**config.mk**
```make
export PLATFORM = sky130hd
export DESIGN_NAME = record_frame_decoder_unit
export DESIGN_NICKNAME = d
export VERILOG_FILES = /design/src/rtl/core/rfd_pkg.sv /design/src/rtl/core/record_frame_decoder_unit.sv
export SDC_FILE = /design/constraint.sdc
export NUM_CORES = 1
export LEC_CHECK = 0
export ABC_AREA = 1
export BUFFER_PORTS_ARGS = -buffer_cell sky130_fd_sc_hd__buf_4
export CELL_PAD_IN_SITES_DETAIL_PLACEMENT = 1
export CELL_PAD_IN_SITES_GLOBAL_PLACEMENT = 1
export CORE_MARGIN = 5
export CORE_UTILIZATION = 35
export CTS_BUF_LIST = sky130_fd_sc_hd__clkbuf_4 sky130_fd_sc_hd__clkbuf_8
export CTS_CLUSTER_SIZE = 8
export DETAILED_ROUTE_END_ITERATION = 6
export PLACE_DENSITY = 0.65
export SYNTH_ARGS = -nofsm -noshare
export SYNTH_HDL_FRONTEND = slang
export SYNTH_SLANG_ARGS = --single-unit
```
**constraint.sdc**
```tcl
create_clock -name i_clk -period 16.7 [get_ports i_clk]
set_clock_uncertainty 0.15 [all_clocks]
set_input_delay 0.835 -clock i_clk [delete_from_list [all_inputs] [get_ports i_clk]]
set_output_delay 0.835 -clock i_clk [all_outputs]
set_load 0.05 [all_outputs]
```
**src/rtl/core/rfd_pkg.sv**
```systemverilog
// shared constants, status codes and crc helper for the record frame decoder
`timescale 1ns / 1ps
`default_nettype none

package rfd_pkg;

    // frame geometry
    localparam int FRAME_LENGTH_DEF = 38;
    localparam int COUNT_W          = 6;
    localparam logic [COUNT_W-1:0] COUNT_MAX = 6'd63;
    localparam logic [COUNT_W-1:0] CRC_SPAN  = 6'd36;

    // crc-16/ccitt-false
    localparam logic [15:0] CRC_INIT = 16'hFFFF;
    localparam logic [15:0] CRC_POLY = 16'h1021;

    // configuration register indexes
    localparam logic [1:0] CFG_FRAME_MAGIC    = 2'd0;
    localparam logic [1:0] CFG_SCHEMA_VERSION = 2'd1;
    localparam logic [1:0] CFG_SOURCE_LIMIT   = 2'd2;

    localparam logic [16:0] SOURCE_LIMIT_RST = 17'h10000;

    // result status codes
    typedef logic [2:0] t_status;
    localparam t_status ST_OK        = 3'd0;
    localparam t_status ST_TRUNCATED = 3'd1;
    localparam t_status ST_BAD_MAGIC = 3'd2;
    localparam t_status ST_BAD_VER   = 3'd3;
    localparam t_status ST_BAD_SRC   = 3'd4;
    localparam t_status ST_BAD_CRC   = 3'd5;

    // one byte through the crc, msb first
    function automatic logic [15:0] crc_byte(input logic [15:0] crc_in,
                                             input logic [7:0]  data);
        logic [15:0] c;
        c = crc_in ^ {data, 8'h00};
        for (int k = 0; k < 8; k++) begin
            if (c[15]) begin
                c = {c[14:0], 1'b0} ^ CRC_POLY;
            end else begin
                c = {c[14:0], 1'b0};
            end
        end
        return c;
    endfunction

endpackage

`default_nettype wire

```
**src/rtl/core/record_frame_decoder_unit.sv**
```systemverilog
// record frame decoder: byte-stream parser of a crc-16 protected record frame
//
// Takes one buffer byte per cycle, with the last byte marked, and on the
// marked byte returns one status word plus the decoded record (record fields
// are zero unless the status is ok). A byte is accepted in every cycle while
// the result side keeps up: each byte passes an input register and the
// byte-wide crc and field capture logic, and the last one lands in the
// result register, which then presents the result as valid. The input side
// stalls only when a finished result is still held and another last byte is
// waiting behind it. Configuration writes are always ready and must be made
// while no buffer is in flight.
`timescale 1ns / 1ps
`default_nettype none

module record_frame_decoder_unit
    import rfd_pkg::*;
#(
    parameter int FRAME_LENGTH = FRAME_LENGTH_DEF
) (
    input  wire logic               i_clk,
    input  wire logic               i_rst_n,
    // byte input
    input  wire logic               i_in_valid,
    output logic                    o_in_stall,
    input  wire logic [7:0]         i_data_byte,
    input  wire logic               i_end_of_buffer,
    // result output
    output logic                    o_out_valid,
    input  wire logic               i_out_stall,
    output logic [2:0]              o_status,
    output logic [15:0]             o_origin_id,
    output logic [31:0]             o_sequence_number,
    output logic signed [63:0]      o_time_ns,
    output logic signed [31:0]      o_position_x,
    output logic signed [31:0]      o_position_y,
    output logic signed [31:0]      o_velocity_x,
    output logic signed [31:0]      o_velocity_y,
    // configuration
    input  wire logic               i_cfg_valid,
    output logic                    o_cfg_ready,
    input  wire logic [1:0]         i_cfg_index,
    input  wire logic [16:0]        i_cfg_data
);

    localparam logic [COUNT_W-1:0] FRAME_LEN = COUNT_W'(FRAME_LENGTH);

    // configuration registers
    logic [15:0] r_frame_magic;
    logic [15:0] r_schema_version;
    logic [16:0] r_source_limit;

    // input register
    logic       r_in_valid;
    logic [7:0] r_in_byte;
    logic       r_in_last;

    // frame state
    logic [COUNT_W-1:0] r_byte_count, n_byte_count;
    logic [15:0]        r_running_crc, n_running_crc;
    logic [7:0]         r_high_hold, n_high_hold;
    logic               r_magic_bad, n_magic_bad;
    logic               r_version_bad, n_version_bad;
    logic [15:0]        r_source_word, n_source_word;
    logic [31:0]        r_seq_word, n_seq_word;
    logic [63:0]        r_time_word, n_time_word;
    logic [31:0]        r_pos_x, n_pos_x;
    logic [31:0]        r_pos_y, n_pos_y;
    logic [31:0]        r_vel_x, n_vel_x;
    logic [31:0]        r_vel_y, n_vel_y;
    logic [15:0]        r_rx_crc, n_rx_crc;

    // result register
    logic        r_out_valid;
    t_status     r_status;
    logic [15:0] r_out_source;
    logic [31:0] r_out_seq;
    logic [63:0] r_out_time;
    logic [31:0] r_out_pos_x;
    logic [31:0] r_out_pos_y;
    logic [31:0] r_out_vel_x;
    logic [31:0] r_out_vel_y;

    logic        blocked;
    logic        fire;
    logic [COUNT_W-1:0] idx;
    t_status     n_status;

    // a held result only blocks a byte that would produce another one
    assign blocked    = r_in_valid && r_in_last && r_out_valid && i_out_stall;
    assign fire       = r_in_valid && !blocked;
    assign o_in_stall = blocked;
    assign o_cfg_ready = 1'b1;
    assign idx        = r_byte_count;

    always_comb begin
        n_byte_count  = r_byte_count;
        n_running_crc = r_running_crc;
        n_high_hold   = r_high_hold;
        n_magic_bad   = r_magic_bad;
        n_version_bad = r_version_bad;
        n_source_word = r_source_word;
        n_seq_word    = r_seq_word;
        n_time_word   = r_time_word;
        n_pos_x       = r_pos_x;
        n_pos_y       = r_pos_y;
        n_vel_x       = r_vel_x;
        n_vel_y       = r_vel_y;
        n_rx_crc      = r_rx_crc;

        if (idx < FRAME_LEN) begin
            if (idx < CRC_SPAN) begin
                n_running_crc = crc_byte(r_running_crc, r_in_byte);
            end
            if (idx == 6'd0 || idx == 6'd2) begin
                n_high_hold = r_in_byte;
            end else if (idx == 6'd1) begin
                n_magic_bad = ({r_high_hold, r_in_byte} != r_frame_magic);
            end else if (idx == 6'd3) begin
                n_version_bad = ({r_high_hold, r_in_byte} != r_schema_version);
            end else if (idx == 6'd4 || idx == 6'd5) begin
                n_source_word = {r_source_word[7:0], r_in_byte};
            end else if (idx >= 6'd8 && idx <= 6'd11) begin
                n_seq_word = {r_seq_word[23:0], r_in_byte};
            end else if (idx >= 6'd12 && idx <= 6'd19) begin
                n_time_word = {r_time_word[55:0], r_in_byte};
            end else if (idx >= 6'd20 && idx <= 6'd23) begin
                n_pos_x = {r_pos_x[23:0], r_in_byte};
            end else if (idx >= 6'd24 && idx <= 6'd27) begin
                n_pos_y = {r_pos_y[23:0], r_in_byte};
            end else if (idx >= 6'd28 && idx <= 6'd31) begin
                n_vel_x = {r_vel_x[23:0], r_in_byte};
            end else if (idx >= 6'd32 && idx <= 6'd35) begin
                n_vel_y = {r_vel_y[23:0], r_in_byte};
            end else if (idx == 6'd36 || idx == 6'd37) begin
                n_rx_crc = {r_rx_crc[7:0], r_in_byte};
            end
        end

        if (idx < COUNT_MAX) begin
            n_byte_count = idx + 6'd1;
        end

        // checks in priority order
        if (n_byte_count < FRAME_LEN) begin
            n_status = ST_TRUNCATED;
        end else if (n_magic_bad) begin
            n_status = ST_BAD_MAGIC;
        end else if (n_version_bad) begin
            n_status = ST_BAD_VER;
        end else if ({1'b0, n_source_word} >= r_source_limit) begin
            n_status = ST_BAD_SRC;
        end else if (n_rx_crc != n_running_crc) begin
            n_status = ST_BAD_CRC;
        end else begin
            n_status = ST_OK;
        end
    end

    // configuration
    always_ff @(posedge i_clk) begin
        if (!i_rst_n) begin
            r_frame_magic    <= '0;
            r_schema_version <= '0;
            r_source_limit   <= SOURCE_LIMIT_RST;
        end else if (i_cfg_valid && o_cfg_ready) begin
            case (i_cfg_index)
                CFG_FRAME_MAGIC:    r_frame_magic    <= i_cfg_data[15:0];
                CFG_SCHEMA_VERSION: r_schema_version <= i_cfg_data[15:0];
                CFG_SOURCE_LIMIT:   r_source_limit   <= i_cfg_data;
                default: ;
            endcase
        end
    end

    // input register
    always_ff @(posedge i_clk) begin
        if (!i_rst_n) begin
            r_in_valid <= 1'b0;
        end else if (!blocked) begin
            r_in_valid <= i_in_valid;
        end
    end

    always_ff @(posedge i_clk) begin
        if (!blocked) begin
            r_in_byte <= i_data_byte;
            r_in_last <= i_end_of_buffer;
        end
    end

    // frame state, cleared after the last byte
    always_ff @(posedge i_clk) begin
        if (!i_rst_n || (fire && r_in_last)) begin
            r_byte_count  <= '0;
            r_running_crc <= CRC_INIT;
            r_high_hold   <= '0;
            r_magic_bad   <= 1'b0;
            r_version_bad <= 1'b0;
            r_source_word <= '0;
            r_seq_word    <= '0;
            r_time_word   <= '0;
            r_pos_x       <= '0;
            r_pos_y       <= '0;
            r_vel_x       <= '0;
            r_vel_y       <= '0;
            r_rx_crc      <= '0;
        end else if (fire) begin
            r_byte_count  <= n_byte_count;
            r_running_crc <= n_running_crc;
            r_high_hold   <= n_high_hold;
            r_magic_bad   <= n_magic_bad;
            r_version_bad <= n_version_bad;
            r_source_word <= n_source_word;
            r_seq_word    <= n_seq_word;
            r_time_word   <= n_time_word;
            r_pos_x       <= n_pos_x;
            r_pos_y       <= n_pos_y;
            r_vel_x       <= n_vel_x;
            r_vel_y       <= n_vel_y;
            r_rx_crc      <= n_rx_crc;
        end
    end

    // result register
    always_ff @(posedge i_clk) begin
        if (!i_rst_n) begin
            r_out_valid <= 1'b0;
        end else if (fire && r_in_last) begin
            r_out_valid <= 1'b1;
        end else if (!i_out_stall) begin
            r_out_valid <= 1'b0;
        end
    end

    always_ff @(posedge i_clk) begin
        if (fire && r_in_last) begin
            r_status <= n_status;
            if (n_status == ST_OK) begin
                r_out_source <= n_source_word;
                r_out_seq    <= n_seq_word;
                r_out_time   <= n_time_word;
                r_out_pos_x  <= n_pos_x;
                r_out_pos_y  <= n_pos_y;
                r_out_vel_x  <= n_vel_x;
                r_out_vel_y  <= n_vel_y;
            end else begin
                r_out_source <= '0;
                r_out_seq    <= '0;
                r_out_time   <= '0;
                r_out_pos_x  <= '0;
                r_out_pos_y  <= '0;
                r_out_vel_x  <= '0;
                r_out_vel_y  <= '0;
            end
        end
    end

    assign o_out_valid       = r_out_valid;
    assign o_status          = r_status;
    assign o_origin_id       = r_out_source;
    assign o_sequence_number = r_out_seq;
    assign o_time_ns         = $signed(r_out_time);
    assign o_position_x      = $signed(r_out_pos_x);
    assign o_position_y      = $signed(r_out_pos_y);
    assign o_velocity_x      = $signed(r_out_vel_x);
    assign o_velocity_y      = $signed(r_out_vel_y);

endmodule

`default_nettype wire

```
== Yosys cells after proc, flatten, opt, wreduce, memory -nomap -nowiden ==
Index checks and enable logic that the tools add are counted.
W data, S select, Z words.

* Add/subtract/negate cells: 1
* Magnitude comparators: 17
* Equal/unequal tests: 13
* Muxes and demuxes: 107
* Bitwise operators: 9
* Reduce and logical (&&, ||, !) cells: 24

{| class="wikitable"
|+ Operators with widths
! cell !! number
|-
| $mux W32 || 44
|-
| $mux W16 || 33
|-
| $mux W64 || 7
|-
| $mux W13 || 8
|-
| $ne A16 B16 Y1 || 3
|-
| $le A6 B5 Y1 const B || 4
|-
| $lt A6 B6 Y1 const B || 4
|-
| $not A3 Y3 || 8
|-
| $ge A6 B5 Y1 const B || 3
|-
| $ge A16 B17 Y1 || 1
|-
| $xor A16 B16 Y16 || 1
|-
| $mux W3 || 5
|-
| $eq A6 B2 Y1 const B || 2
|-
| $eq A6 B3 Y1 const B || 2
|-
| $eq A6 B6 Y1 const B || 2
|-
| $ge A6 B4 Y1 const B || 2
|-
| $logic_and A1 B1 Y1 || 11
|-
| $mux W1 || 9
|-
| $add A6 B1 Y6 const B || 1
|-
| $eq A6 B1 Y1 const B || 1
|-
| $ge A6 B6 Y1 const B || 1
|-
| $le A6 B4 Y1 const B || 1
|-
| $le A6 B6 Y1 const B || 1
|-
| $logic_not A6 Y1 || 1
|-
| 10 further kinds || 16
|}

* Bits in registers: 591
* Output and inout bits: 246

== Depth between registers and ports, before layout ==
* Depth after elaboration: 40
* Mapped depth: 20

== Worst setup path after synthesis ==
OpenSTA, ideal clock, no wires.

* Kind: input -> register
* Start point: input i_out_stall
* End point: register r_pos_x[0]
* Setup time: 0.116 ns
* Arrival: 13.871 ns
* Required time: 16.434 ns
* Slack: 2.562 ns
* Stages: 7
* Cells stage by stage: a21oi_1 -> nor2_1 -> clkbuf_1 -> clkbuf_1 -> clkbuf_1 -> o211ai_1 -> inv_1

* Word-level cells in the longest chain between the ends: 5

{| class="wikitable"
|+ RTL lines
! element !! RTL line !! text
|-
| from (decl) || record_frame_decoder_unit.sv:29 || <nowiki>input wire logic i_out_stall,</nowiki>
|-
| $logic_and A1 B1 Y1 (*) || record_frame_decoder_unit.sv:89 || <nowiki>assign blocked = r_in_valid && r_in_last && r_out_valid && i_out_stall;</nowiki>
|-
| $logic_not A1 Y1 (*) || - ||
|-
| $logic_and A1 B1 Y1 (*) || record_frame_decoder_unit.sv:90 || <nowiki>assign fire = r_in_valid && !blocked;</nowiki>
|-
| $logic_and A1 B1 Y1 || record_frame_decoder_unit.sv:193 || <nowiki>if (!i_rst_n || (fire && r_in_last)) begin</nowiki>
|-
| $logic_or A1 B1 Y1 || record_frame_decoder_unit.sv:193 ||
|-
| to (signal assigned) || record_frame_decoder_unit.sv:216 || <nowiki>r_pos_x <= n_pos_x;</nowiki>
|-
| to (decl) || record_frame_decoder_unit.sv:66 || <nowiki>logic [31:0] r_pos_x, n_pos_x;</nowiki>
|}

Mark *: on every way between the ends. The rest lies on a longest branch, timed or not.
A chain may end at the register's enable or synchronous reset.

== Worst setup path in the final report ==
* Start point: register r_byte_count[1] (netlist: idx[1])
* End point: register r_out_pos_x[11] (netlist: o_position_x[11]) (data pin)

* Elaborated cells between the ends (all ways): 77
* Those cells by class: add/sub (1); order compare (17); eq/ne (8); mux (40); reduce/logical (11)

{| class="wikitable"
|+ RTL lines
! element !! RTL line !! text
|-
| from (decl) || record_frame_decoder_unit.sv:58 || <nowiki>logic [COUNT_W-1:0] r_byte_count, n_byte_count;</nowiki>
|-
| from (signal assigned) || record_frame_decoder_unit.sv:208 || <nowiki>r_byte_count <= n_byte_count;</nowiki>
|-
| $eq A6 B3 Y1 || record_frame_decoder_unit.sv:120 || <nowiki>end else if (idx == 6'd4 || idx == 6'd5) begin</nowiki>
|-
| $logic_or A1 B1 Y1 || record_frame_decoder_unit.sv:120 ||
|-
| $mux W16 || record_frame_decoder_unit.sv:120 ||
|-
| $mux W16 || record_frame_decoder_unit.sv:118 || <nowiki>end else if (idx == 6'd3) begin</nowiki>
|-
| $mux W16 || record_frame_decoder_unit.sv:116 || <nowiki>end else if (idx == 6'd1) begin</nowiki>
|-
| $mux W16 || record_frame_decoder_unit.sv:114 || <nowiki>if (idx == 6'd0 || idx == 6'd2) begin</nowiki>
|-
| $mux W16 (*) || record_frame_decoder_unit.sv:110 || <nowiki>if (idx < FRAME_LEN) begin</nowiki>
|-
| named net n_source_word[14] || record_frame_decoder_unit.sv:63 || <nowiki>logic [15:0] r_source_word, n_source_word;</nowiki>
|-
| $ge A16 B17 Y1 (*) || record_frame_decoder_unit.sv:150 || <nowiki>end else if ({1'b0, n_source_word} >= r_source_limit) begin</nowiki>
|-
| $mux W3 (*) || record_frame_decoder_unit.sv:150 ||
|-
| $mux W3 (*) || record_frame_decoder_unit.sv:148 || <nowiki>end else if (n_version_bad) begin</nowiki>
|-
| $mux W3 (*) || record_frame_decoder_unit.sv:146 || <nowiki>end else if (n_magic_bad) begin</nowiki>
|-
| $mux W3 (*) || record_frame_decoder_unit.sv:144 || <nowiki>if (n_byte_count < FRAME_LEN) begin</nowiki>
|-
| $logic_not A3 Y1 (*) || record_frame_decoder_unit.sv:238 || <nowiki>if (n_status == ST_OK) begin</nowiki>
|-
| to (signal assigned) || record_frame_decoder_unit.sv:242 || <nowiki>r_out_pos_x <= n_pos_x;</nowiki>
|-
| to (decl) || record_frame_decoder_unit.sv:78 || <nowiki>logic [31:0] r_out_pos_x;</nowiki>
|}

The timed path passes the listed nets; every way through them passes the cells marked *.

==> results.yml <==
sta:
  hold_viol: 0
  layout_setup_ws_ns: 9.55
  fmax_mhz: 140
  tightest_slew_ns: 1.11
  setup_viol: 0
  final_max_slew_viol_count: 0
  tns_ns: 0
  grt_setup_unrepaired: "no"
  min_period_ns: 7.15
  maxSlewHeadroom_pct: 25.9
  fin_crit_sh_pct: 42.8
die:
  die_w_um: 291
  num_rows: 103
  die_area_mm2: 0.0847
  start_util_pct: 35.2
  coreArea_mm2: 0.0786
  ioPinCount: 279
  die-height_um: 291
logic_synthesis:
  syn-num-nets: 3193
  synth.most_common_cell: "nand2_1"
  yosysTopAreaCell: "edfxtp_1"
  ys.flop_type: "dfxtp_1"
  yosysUniqueCellTypes: 51
  avgSynthCellArea_um2: 8.81
  postSynth.asyncResetShare_pct: 0
  synth.area.top_cells: "edfxtp_1 (27%), dfxtp_1 (25%), nand2_1 (8.3%), inv_1 (6.2%), nor2_4 (5.8%)"
  yosys_register_bits: 591
  synth.cell_area_mm2: 0.0276
  yosysSeqAreaShare_pct: 51.9
  synth_top_cell_area_share_pct: 27.4
  yosysWarnings: 0
  synth_edf_count: 252
  syn_inst: 3139
  synth_commonest_cells: "nand2_1 (612), inv_1 (454), dfxtp_1 (339)"
routing:
  antenna_left: 0
  routed_wl_mm: 78.5
  drt-pass1-iter-count: 5
  drt_iter0_drc: 1127
  drc: 0
  vias_per_cell: 4.70
  wl_per_cell_um: 17.4
  route.vias.total: 21177
clock_tree:
  cts_sinks: 591
  cts_setup_buffers: 0
  htreeDepth: 3
  clk_latency_ns: 0.71
  cts_tree: "yes"
  cts_made_buffers: 108
  root_buffer: "clkbuf_8"
  post_cts_resized: 0
  cts_buffer_depth: 3
  path_clk_slew_ns: 0.06
  ctsHoldBuffers: 0
critical_path:
  criticalPathCategory: "reg -> reg"
  crit_path_frequent_cell: "buf_4"
  critical_path_buf_inv_count: 7
  path_cells: "inv_1 -> ha_1 -> o211ai_1 -> buf_4 -> nand2_1 -> o21ai_0 -> inv_1 -> ha_1 -> inv_1 -> nor3_1 -> nor3b_1 -> nand3_1 -> o211ai_1 -> a21oi_1 -> nand3b_4 -> buf_4 -> buf_4 -> buf_4 -> nor2_2"
  critical_path_depth: 19
  crit_path_start_kind: "flop"
  rr_startpoint: "idx[1]"
  reg2regPathDepth: 19
  cpLargestDelayFamily: "buffers and inverters"
  crit_path_end_kind: "flop"
  required_ns: 16.98
  crit_fanout: 45
  crit_slowest_cell: "buf_4"
  r2r_slack_ns: 9.55
  cpPeakStageDelay_ns: 0.93
  r2r-end: "o_position_x[11]"
  crit_end: "o_position_x[11]"
  critPathLaunch: "idx[1]"
  arrival_ns: 7.43
pwr:
  switching_share_pct: 28.4
  combPwrFrac_pct: 13.2
  vdd_drop_max_mv: 0.0572
  power_frac_seq_pct: 45.4
  p_clk_share_pct: 41.4
  leakage_nw: 13.7
  netSwitchingPower_w: 0.00101
  p_int_w: 0.00256
  power.density_mw_per_mm2: 109
cells_and_area:
  drive_above_1_share_pct: 21.6
  fin_area_mm2: 0.0326
  nNetsFinal: 3410
  fin_util_pct: 41.5
  area_delta_synth_final_pct: 17.9
job:
  drv_cap: 0
hold_path:
  hold_path_class: "in -> reg"
global_route:
  grt_pass1_vias: 21566
  grt_pass1_wl_mm: 123
  grt_max_degree: 182
  grt_overflow: 0
  antenna_found_initial: 5
  grt_use_total_pct: 18.0
placement:
  place_area_mm2: 0.0302
  io_buffers: 277
  gp_congestion: 0.800
  place_ws_ns: 9.54
  hpwl_mm: 51.4
outcome:
  status: "finished, final reports clean"
-- power by group through the flow --
stage                     combinational [W]  sequential (W)  clock, W
after floorplan                    0.000274         0.00172         0
after global placement             0.000469         0.00165         0
after detailed placement           0.000476         0.00165         0
after CTS                          0.000478         0.00162   0.00153
after global routing               0.000525         0.00163   0.00160
final                              0.000471         0.00162   0.00148
-- registers in the layout, summed over array words and instances (netlist names), 17 cells and up --
register / cells
o_sequence_number: 32
r_pos_x: 32
r_source_limit: 17
r_seq_word: 32
o_position_x: 32
r_pos_y: 32
r_vel_y: 32
o_velocity_x: 32
o_time_ns: 64
o_velocity_y: 32
r_vel_x: 32
r_time_word: 64
o_position_y: 32
-- worst min path at each step --
stage | to | slack [ns] | start | cells after the start
2_1_floorplan | r_source_limit[10] | 0.29 | r_source_limit[10] | 2
3_3_place_gp | r_schema_version[12] | 0.31 | r_schema_version[12] | 2
3_5_place_dp | r_schema_version[12] | 0.32 | r_schema_version[12] | 2
4_1_cts | r_in_byte[2] | 0.08 | i_data_byte[2] | 1
5_1_grt | r_in_byte[2] | 0.1 | i_data_byte[2] | 1
6_report | r_in_byte[2] | 0.16 | i_data_byte[2] | 1
-- logic make-up after synthesis --
logic type	share of synthesized area [%]
AO/OA/AOI/OAI	14.6
XOR/XNOR	0.760
adder cells (fa/ha/maj)	0.950
buffers and inverters	10.3
flip-flops	51.9
multiplexers	0.946
other	0.0136
AND/OR/NAND/NOR	20.5
-- per-layer routing --
layer	global-route usage, %	vias up	routed length, µm
met4	5.73	0	2120
met1	23.5	10019	35700
met3	3.13	118	3190
li1	-	10687	-
met2	30.6	353	37500
met5	0	-	0
-- placed cells by master, fill, tap and decap left out, types with 4 or more instances in the layout --
master	count
nor3_1	5
a21oi_1	182
edfxtp_1	252
inv_2	6
nor2_2	61
ha_1	21
clkbuf_4	49
dfxtp_1	339
clkinv_1	13
o21ai_0	291
o21ai_1	9
or2_2	10
buf_4	300
nor2_4	144
nor2_1	203
xor2_1	9
nand2_2	7
o211ai_1	198
nand2_1	609
xnor2_1	15
mux2i_1	25
clkinv_2	11
nand2_4	4
clkbuf_8	127
inv_1	454
nand4_1	16
nand3_1	42
-- through the flow --
step	cells	hold WS (ns)	power (W)
after floorplan	3139	0.285	0.00199
after global placement	4296	0.310	0.00212
after detailed placement	4296	0.319	0.00213
after CTS	4502	0.0769	0.00363
after global routing	4503	0.0975	0.00376
final	4504	0.160	0.00357
-- cell type report --
cell class / count / area, µm²
well taps: 1050 / 1310
diodes: 2 / 5.00
inverters: 465 / 1760
flip-flops and latches: 591 / 14400
fillers: 9238 / 46000
clock buffers: 176 / 2120
multi-input cells: 1887 / 10500
clock inverters: 30 / 246
repair buffers: 303 / 2310
Note: power is estimated with default switching activity, not from simulation.
